<file path="src/hdl/sfr_pkg.sv">
// Shared types and constants for the stream find-and-replace block.
// No dependencies; compiled first.
`default_nettype none

package sfr_pkg;

  // Text character
  localparam int CHAR_W = 16;
  typedef logic [CHAR_W-1:0] char_t;

  // Replacement is at most four characters
  localparam int SUBST_MAX = 4;
  localparam int LEN_W     = 3;

  // Result buffer holds the most results one item can cause
  localparam int OUT_DEPTH = 4;
  localparam int OUT_CNT_W = $clog2(OUT_DEPTH + 1);

  // Configuration port
  localparam int CFG_DATA_W = 64;
  localparam int CFG_IDX_W  = 2;
  typedef logic [CFG_IDX_W-1:0] cfg_idx_t;

  localparam cfg_idx_t REG_PATTERN_LEN   = 2'd0;
  localparam cfg_idx_t REG_PATTERN_CHARS = 2'd1;
  localparam cfg_idx_t REG_SUBST_LEN     = 2'd2;
  localparam cfg_idx_t REG_SUBST_CHARS   = 2'd3;

  // One buffered result
  typedef struct packed {
    char_t ch;
    logic  valid;
    logic  last;
  } res_entry_t;

endpackage

`default_nettype wire

</file>
<file path="src/hdl/sfr_if.sv">
// Valid/ready channel interfaces for the input and result streams.
// Depends on sfr_pkg.
`default_nettype none

interface sfr_in_if import sfr_pkg::*; ();
  logic  valid;
  logic  ready;
  char_t in_char;
  logic  in_last;

  modport source (output valid, output in_char, output in_last, input ready);
  modport sink   (input valid, input in_char, input in_last, output ready);
endinterface

interface sfr_out_if import sfr_pkg::*; ();
  logic  valid;
  logic  ready;
  char_t out_char;
  logic  out_valid;
  logic  out_last;

  modport source (output valid, output out_char, output out_valid, output out_last,
                  input ready);
  modport sink   (input valid, input out_char, input out_valid, input out_last,
                  output ready);
endinterface

`default_nettype wire

</file>
<file path="src/hdl/stream_find_replace.sv">
// Stream find-and-replace: top level with match window and result buffer.
// Depends on sfr_pkg and the channel interfaces in sfr_if.sv.
// A character that produces a result is visible in the cycle after its transfer.
// Throughput: one input item per cycle while each item yields at most one result and
//   the output is ready; an item yielding more results holds off the next item.
// Reset (rst_n low, synchronous): registers zero, window and result buffer empty.
`default_nettype none

module stream_find_replace import sfr_pkg::*; #(
  parameter int MAX_PATTERN = 4
) (
  input  logic             clk,
  input  logic             rst_n,
  sfr_in_if.sink           in_ch,
  sfr_out_if.source        out_ch,
  input  logic             cfg_we,
  input  cfg_idx_t         cfg_idx,
  input  logic [CFG_DATA_W-1:0] cfg_wdata
);

  localparam int WCNT_W = $clog2(MAX_PATTERN + 1);

  // Configuration registers
  logic [LEN_W-1:0]      pat_len_r;
  logic [CFG_DATA_W-1:0] pat_chars_r;
  logic [LEN_W-1:0]      sub_len_r;
  logic [CFG_DATA_W-1:0] sub_chars_r;

  // Match window
  char_t             win_r   [MAX_PATTERN];
  char_t             win_nxt [MAX_PATTERN];
  logic [WCNT_W-1:0] win_cnt_r, win_cnt_nxt;

  // Result buffer, head at entry 0
  res_entry_t           buf_r   [OUT_DEPTH];
  res_entry_t           buf_nxt [OUT_DEPTH];
  logic [OUT_CNT_W-1:0] buf_cnt_r, buf_cnt_nxt;

  logic                 in_xfer, out_xfer;
  logic [WCNT_W-1:0]    p_eff, seq_len, dsel;
  logic [LEN_W-1:0]     s_eff;
  char_t                seq [MAX_PATTERN];
  logic [MAX_PATTERN:0] ok;
  logic                 passthru, full_match;
  logic [OUT_CNT_W-1:0] n_emit;
  res_entry_t           load [OUT_DEPTH];
  logic [OUT_CNT_W-1:0] load_cnt;

  assign in_xfer  = in_ch.valid && in_ch.ready;
  assign out_xfer = out_ch.valid && out_ch.ready;

  // Accept when the buffer is empty or drains its last entry this cycle
  assign in_ch.ready = (buf_cnt_r == '0) ||
                       ((buf_cnt_r == OUT_CNT_W'(1)) && out_ch.ready);

  // Saturated lengths
  assign p_eff = (pat_len_r > LEN_W'(MAX_PATTERN)) ? WCNT_W'(MAX_PATTERN)
                                                    : WCNT_W'(pat_len_r);
  assign s_eff = (sub_len_r > LEN_W'(SUBST_MAX)) ? LEN_W'(SUBST_MAX) : sub_len_r;

  // Held characters followed by the new one
  assign seq_len = win_cnt_r + WCNT_W'(1);
  always_comb begin
    for (int j = 0; j < MAX_PATTERN; j++) begin
      if (WCNT_W'(j) < win_cnt_r) begin
        seq[j] = win_r[j];
      end else if (WCNT_W'(j) == win_cnt_r) begin
        seq[j] = in_ch.in_char;
      end else begin
        seq[j] = '0;
      end
    end
  end

  // ok[d]: the sequence with its first d characters dropped is a needle prefix
  always_comb begin
    for (int d = 0; d <= MAX_PATTERN; d++) begin
      ok[d] = 1'b1;
      for (int k = 0; k < MAX_PATTERN; k++) begin
        if (d + k < MAX_PATTERN) begin
          if ((WCNT_W'(d + k) < seq_len) &&
              (seq[d + k] != pat_chars_r[CHAR_W*k +: CHAR_W])) begin
            ok[d] = 1'b0;
          end
        end
      end
    end
  end

  assign passthru   = (p_eff == '0);
  assign full_match = !passthru && (seq_len == p_eff) && ok[0];

  // Smallest drop count that leaves a live prefix
  always_comb begin
    dsel = seq_len;
    for (int d = MAX_PATTERN; d >= 0; d--) begin
      if ((WCNT_W'(d) <= seq_len) && ok[d]) begin
        dsel = WCNT_W'(d);
      end
    end
  end

  // Next window: remaining characters shifted to the front
  always_comb begin
    for (int k = 0; k < MAX_PATTERN; k++) begin
      win_nxt[k] = '0;
      for (int d = 0; d < MAX_PATTERN; d++) begin
        if ((d + k < MAX_PATTERN) && (dsel == WCNT_W'(d))) begin
          win_nxt[k] = seq[d + k];
        end
      end
    end
    if (passthru || full_match || in_ch.in_last) begin
      win_cnt_nxt = '0;
    end else begin
      win_cnt_nxt = seq_len - dsel;
    end
  end

  // Results of this item: replacement, or the leading characters of the sequence
  always_comb begin
    if (full_match) begin
      n_emit = OUT_CNT_W'(s_eff);
    end else if (passthru || in_ch.in_last) begin
      n_emit = OUT_CNT_W'(seq_len);
    end else begin
      n_emit = OUT_CNT_W'(dsel);
    end
    for (int i = 0; i < OUT_DEPTH; i++) begin
      if (full_match) begin
        load[i].ch = sub_chars_r[CHAR_W*i +: CHAR_W];
      end else if (i < MAX_PATTERN) begin
        load[i].ch = seq[i];
      end else begin
        load[i].ch = '0;
      end
      load[i].valid = 1'b1;
      load[i].last  = in_ch.in_last && (OUT_CNT_W'(i + 1) == n_emit);
    end
    load_cnt = n_emit;
    // End of text with nothing to show: empty marker
    if (in_ch.in_last && (n_emit == '0)) begin
      load[0].ch    = '0;
      load[0].valid = 1'b0;
      load[0].last  = 1'b1;
      load_cnt      = OUT_CNT_W'(1);
    end
  end

  // Buffer load or shift
  always_comb begin
    buf_nxt     = buf_r;
    buf_cnt_nxt = buf_cnt_r;
    if (in_xfer) begin
      buf_nxt     = load;
      buf_cnt_nxt = load_cnt;
    end else if (out_xfer) begin
      for (int i = 0; i < OUT_DEPTH - 1; i++) begin
        buf_nxt[i] = buf_r[i + 1];
      end
      buf_cnt_nxt = buf_cnt_r - OUT_CNT_W'(1);
    end
  end

  assign out_ch.valid     = (buf_cnt_r != '0);
  assign out_ch.out_char  = buf_r[0].ch;
  assign out_ch.out_valid = buf_r[0].valid;
  assign out_ch.out_last  = buf_r[0].last;

  // Control state
  always_ff @(posedge clk) begin
    if (!rst_n) begin
      buf_cnt_r <= '0;
      win_cnt_r <= '0;
    end else begin
      buf_cnt_r <= buf_cnt_nxt;
      if (in_xfer) begin
        win_cnt_r <= win_cnt_nxt;
      end
    end
  end

  // Payload storage
  always_ff @(posedge clk) begin
    buf_r <= buf_nxt;
  end

  always_ff @(posedge clk) begin
    if (!rst_n) begin
      for (int k = 0; k < MAX_PATTERN; k++) begin
        win_r[k] <= '0;
      end
    end else if (in_xfer) begin
      win_r <= win_nxt;
    end
  end

  // Register writes, ignored while characters are held
  always_ff @(posedge clk) begin
    if (!rst_n) begin
      pat_len_r   <= '0;
      pat_chars_r <= '0;
      sub_len_r   <= '0;
      sub_chars_r <= '0;
    end else if (cfg_we && (win_cnt_r == '0)) begin
      unique case (cfg_idx)
        REG_PATTERN_LEN:   pat_len_r   <= cfg_wdata[LEN_W-1:0];
        REG_PATTERN_CHARS: pat_chars_r <= cfg_wdata;
        REG_SUBST_LEN:     sub_len_r   <= cfg_wdata[LEN_W-1:0];
        REG_SUBST_CHARS:   sub_chars_r <= cfg_wdata;
        default: ;
      endcase
    end
  end

endmodule

`default_nettype wire

</file>
<file path="src/flat_wrapper.sv">
// flat-port wrapper written by rule: the top's interface ports become plain ports
module stream_find_replace_flat import sfr_pkg::*;
#(
  parameter int MAX_PATTERN = 4
)
  (clk, rst_n, cfg_we, cfg_idx, cfg_wdata, in_ch_valid, in_ch_in_char, in_ch_in_last, in_ch_ready, out_ch_valid, out_ch_out_char, out_ch_out_valid, out_ch_out_last, out_ch_ready);
  sfr_in_if in_ch_i ();
  sfr_out_if out_ch_i ();
  input  logic clk;
  input  logic rst_n;
  input  logic cfg_we;
  input  cfg_idx_t cfg_idx;
  input  logic [CFG_DATA_W-1:0] cfg_wdata;
  input wire logic [$bits(in_ch_i.valid)-1:0] in_ch_valid;
  input wire logic [$bits(in_ch_i.in_char)-1:0] in_ch_in_char;
  input wire logic [$bits(in_ch_i.in_last)-1:0] in_ch_in_last;
  output wire logic [$bits(in_ch_i.ready)-1:0] in_ch_ready;
  output wire logic [$bits(out_ch_i.valid)-1:0] out_ch_valid;
  output wire logic [$bits(out_ch_i.out_char)-1:0] out_ch_out_char;
  output wire logic [$bits(out_ch_i.out_valid)-1:0] out_ch_out_valid;
  output wire logic [$bits(out_ch_i.out_last)-1:0] out_ch_out_last;
  input wire logic [$bits(out_ch_i.ready)-1:0] out_ch_ready;
  assign in_ch_i.valid = in_ch_valid;
  assign in_ch_i.in_char = in_ch_in_char;
  assign in_ch_i.in_last = in_ch_in_last;
  assign in_ch_ready = in_ch_i.ready;
  assign out_ch_valid = out_ch_i.valid;
  assign out_ch_out_char = out_ch_i.out_char;
  assign out_ch_out_valid = out_ch_i.out_valid;
  assign out_ch_out_last = out_ch_i.out_last;
  assign out_ch_i.ready = out_ch_ready;
  stream_find_replace #(.MAX_PATTERN(MAX_PATTERN)) u_core (.clk(clk), .rst_n(rst_n), .in_ch(in_ch_i), .out_ch(out_ch_i), .cfg_we(cfg_we), .cfg_idx(cfg_idx), .cfg_wdata(cfg_wdata));
endmodule
</file>
<file path="config.mk">
export PLATFORM = sky130hd
export DESIGN_NAME = stream_find_replace_flat
export DESIGN_NICKNAME = d
export VERILOG_FILES = /design/src/hdl/sfr_pkg.sv /design/src/hdl/sfr_if.sv /design/src/hdl/stream_find_replace.sv /design/src/flat_wrapper.sv
export SDC_FILE = /design/constraint.sdc
export NUM_CORES = 1
export LEC_CHECK = 0
export ABC_AREA = 1
export BUFFER_PORTS_ARGS = -buffer_cell sky130_fd_sc_hd__buf_2
export CAP_MARGIN = 25
export CORE_ASPECT_RATIO = 2
export CORE_UTILIZATION = 45
export DETAILED_ROUTE_END_ITERATION = 8
export PLACE_DENSITY = 0.67
export SYNTH_ARGS = -nofsm -noshare
export SYNTH_HDL_FRONTEND = slang
export SYNTH_SLANG_ARGS = --single-unit
</file>
<file path="constraint.sdc">
create_clock -name clk -period 6.63 [get_ports clk]
set_input_delay 0.663 -clock clk [delete_from_list [all_inputs] [get_ports clk]]
set_output_delay 0.663 -clock clk [all_outputs]
set_load 0.02 [all_outputs]
</file>
==> flow_metrics.py <==
metrics = {
    "synthesis": {
        "synth_top_area_share_pct": 25.7,
        "synth_cell_type_count": 38,
        "synthFlopType": "dfxtp_1",
        "synth_common_cells": "738 x nand2_1, 304 x nor2_1, 246 x o21ai_0, 213 x nand3_1, 204 x dfxtp_1",
        "yosys_warnings": 0,
        "avgSynthCellArea_um2": 6.46,
        "yosys.area.top_type": "dfxtp_1",
        "ys_ff_latch": 273,
        "netlist_area_um2": 15900,
        "syn_nets": 2562,
        "syn_inst": 2463,
        "yosysMostFrequentCell": "nand2_1",
        "yosysSeqAreaShare_pct": 38.7,
        "synthTopCellsByArea": "dfxtp_1 26%, nand2_1 17%, edfxtp_1 13%, o21ai_0 7.7%, nor2_1 7.2%",
        "synthArstFlopShare_pct": 0,
        "synth-edff-count": 69,
    },
    "grt": {
        "grt_max_degree": 78,
        "grt_pass1_wl_um": 104000,
        "grt_overflow": 0,
        "grt_usage_pct": 39.4,
        "grt_pass1_vias": 16300,
        "antenna_found_initial": 1,
    },
    "floorplan": {
        "num_rows": 97,
        "io_pins": 108,
        "start_util_pct": 45.5,
        "die_h_um": 268,
        "core_um2": 35000,
        "dieWidth_um": 135,
        "fp.dieArea_um2": 36200,
    },
    "status": {
        "status": "completed",
    },
    "timing": {
        "clock_skew_ns": 0.0195,
        "setup_tns_ns": 0,
        "tightestPinTransition_ns": 1.12,
        "hold_viol_final": 0,
        "post-route-period-util_pct": 76.0,
        "setup_viol": 0,
        "rsz0062_at_grt": "no",
        "clock.fmax_ghz": 0.199,
        "max-slew-margin-rel_pct": 24.7,
        "slew_viol_final": 0,
        "finalCriticalPeriod_ns": 5.04,
    },
    "detailed_routing": {
        "drc": 0,
        "wl_met2_um": 33100,
        "wl_met3_um": 4780,
        "first_pass_iters": 8,
        "wl_per_cell_um": 24.0,
        "ant_nets": 0,
        "drt_iter0_markers": 1991,
        "vias": 17300,
        "wl_met1_um": 26300,
        "via_per_inst": 5.84,
        "highest_layer": "met4",
        "wl_um": 71000,
    },
    "place": {
        "place_congestion": 1.02,
        "port_buffers": 107,
        "dp_hpwl_um": 53500,
    },
    "setup_path": {
        "crit_type": "reg2reg",
        "worstPathCellList": "buf_4 -> inv_1 -> nand2_2 -> nor2_2 -> buf_4 -> nand2_1 -> nand2_1 -> nand2_1 -> nand2_1 -> nor2_1 -> nand2_1 -> nor2_1 -> nand2_1 -> nand2_1 -> nand2_1 -> nor2_4 -> nand2_2 -> buf_4 -> nor3_1 -> a21oi_2 -> nand3_1 -> nand2_2 -> o21ai_0",
        "arrival_ns": 5.34,
        "required_ns": 6.93,
        "slowest_delay_ns": 0.58,
        "startpoint_type": "flip-flop",
        "cp-end-kind": "flip-flop",
        "worst-path-max-fanout": 27,
        "crit_top_cell": "nand2_1",
        "cpMaxStageDelayCell": "nor2_2",
    },
    "clock_network": {
        "root_buffer": "clkbuf_16",
        "post_cts_resized": 0,
        "cts_buffer_depth": 3,
        "clkSlewWorstSetupHoldPaths_ns": 0.07,
        "clkSinkCount": 273,
        "numCtsBuffers": 27,
        "cts_hold_buf": 0,
        "htree_levels": 1,
        "post_cts_buffers": 0,
        "clk_latency_ns": 0.58,
        "tritoncts": "yes",
    },
    "final_layout": {
        "area_delta_synth_final_pct": 9.92,
        "drive_gt1_share_pct": 9.76,
        "fin_nets": 2589,
        "finish.utilization_pct": 50.1,
    },
    "pwr": {
        "p_leak_nw": 7.83,
        "p_per_area_nw_per_um2": 294,
        "worst_ir_drop_vdd_mv": 0.373,
    },
    "worst_hold_path": {
        "min_path_type": "in2reg",
    },
    "flow_run": {
        "max-cap-violations": 0,
    },
}
## path summary, 6_finish.rpt
check,start,endpoint,slack [ns],depth (start not counted)
min reg2reg,u_core.win_r[10],u_core.win_r[10],0.47,2
max reg2reg,u_core.win_cnt_r[1],u_core.out_ch.out_char[5],1.59,23
min,cfg_wdata[4],u_core.sub_chars_r[4],0.33,3
max,u_core.win_cnt_r[1],u_core.out_ch.out_char[5],1.59,23
## layout make-up
class	instances	area, um2
fill	3631	17500
inverter	199	748
multi-input combinational	1850	8350
clock buffer	34	712
sequential	273	6160
timing repair buffer	139	778
antenna	2	5.00
tap	445	557
clock inverter	16	193
## stage by stage
| stage | hold WS [ns] | instances | worst slack, ns | total power [mW] | area, um2 |
|---|---|---|---|---|---|
| 5_1_grt | 0.335 | 2957 | 1.26 | 5.33 | 17500 |
| 6_report | 0.333 | 2958 | 1.59 | 5.14 | 17500 |
| 3_5_place_dp | 0.455 | 2906 | 1.75 | 3.51 | 16600 |
| 2_1_floorplan | 0.431 | 2463 | 3.23 | 3.04 | 15900 |
| 4_1_cts | 0.321 | 2956 | 1.75 | 5.13 | 17500 |
| 3_3_place_gp | 0.452 | 2904 | 1.75 | 3.50 | 16600 |
## power by group
part           total (mW)  switching (mW)  internal [mW]
clock                1.64           0.716          0.921
sequential           2.24           0.153           2.08
combinational        1.27           0.965          0.304
## placed cells by master, fill, tap and decap left out, drive strengths merged
| cell | n |
|---|---|
| o211ai | 5 |
| a221oi | 2 |
| fa | 1 |
| nor3 | 17 |
| diode | 2 |
| or2 | 1 |
| nand4 | 11 |
| o22ai | 28 |
| edfxtp | 69 |
| a21oi | 163 |
| dfxtp | 204 |
| buf | 139 |
| nand3 | 214 |
| nand2 | 764 |
| nor2 | 312 |
| a31oi | 9 |
| xor2 | 8 |
| a211oi | 10 |
| ha | 10 |
| o21ai | 280 |
| clkinv | 9 |
| bufinv | 4 |
| inv | 200 |
| clkinvlp | 2 |
| clkbuf | 34 |
| a21boi | 3 |
| a22oi | 11 |
| nor4 | 1 |
## sequential cells by signal, summed over array words and instances (netlist names)
name                     flops
u_core.pat_len_r             3
u_core.pat_chars_r          64
u_core.out_ch.out_valid      1
u_core.buf_r                51
u_core.win_cnt_r             3
u_core.sub_chars_r          64
u_core.sub_len_r             3
u_core.out_ch.out_last       1
u_core.buf_cnt_r             3
u_core.win_r                64
u_core.out_ch.out_char      16
## worst max-delay path, delay by kind of cell (launching register included)
| family | cells | cell delay, ns |
|---|---|---|
| and+or+nand+nor | 17 | 3.05 |
| buffers and inverters | 4 | 1.00 |
| AOI/OAI and AO/OA | 2 | 0.33 |
| DFF | 1 | 0.32 |
## routing by layer
layer / GRT usage [%] / up-vias
li1: - / 8077
met1: 46.3 / 8030
met2: 64.5 / 921
met3: 3.70 / 253
met4: 32.9 / 0
met5: 0 / -
## kinds of logic (layout without fill, tap and decap cells)
| logic type | count (synthesis) | after routing | synth area share, % |
|---|---|---|---|
| AO/OA/AOI/OAI | 511 | 511 | 17.0 |
| XOR/XNOR | 8 | 8 | 0.440 |
| adder cells (fa/ha/maj) | 11 | 11 | 0.912 |
| buffers and inverters | 340 | 388 | 8.96 |
| flip-flops | 273 | 273 | 38.7 |
| other | 0 | 2 | 0 |
| AND/OR/NAND/NOR | 1320 | 1320 | 34.0 |
No activity file was read; power rests on OpenSTA's default activity.
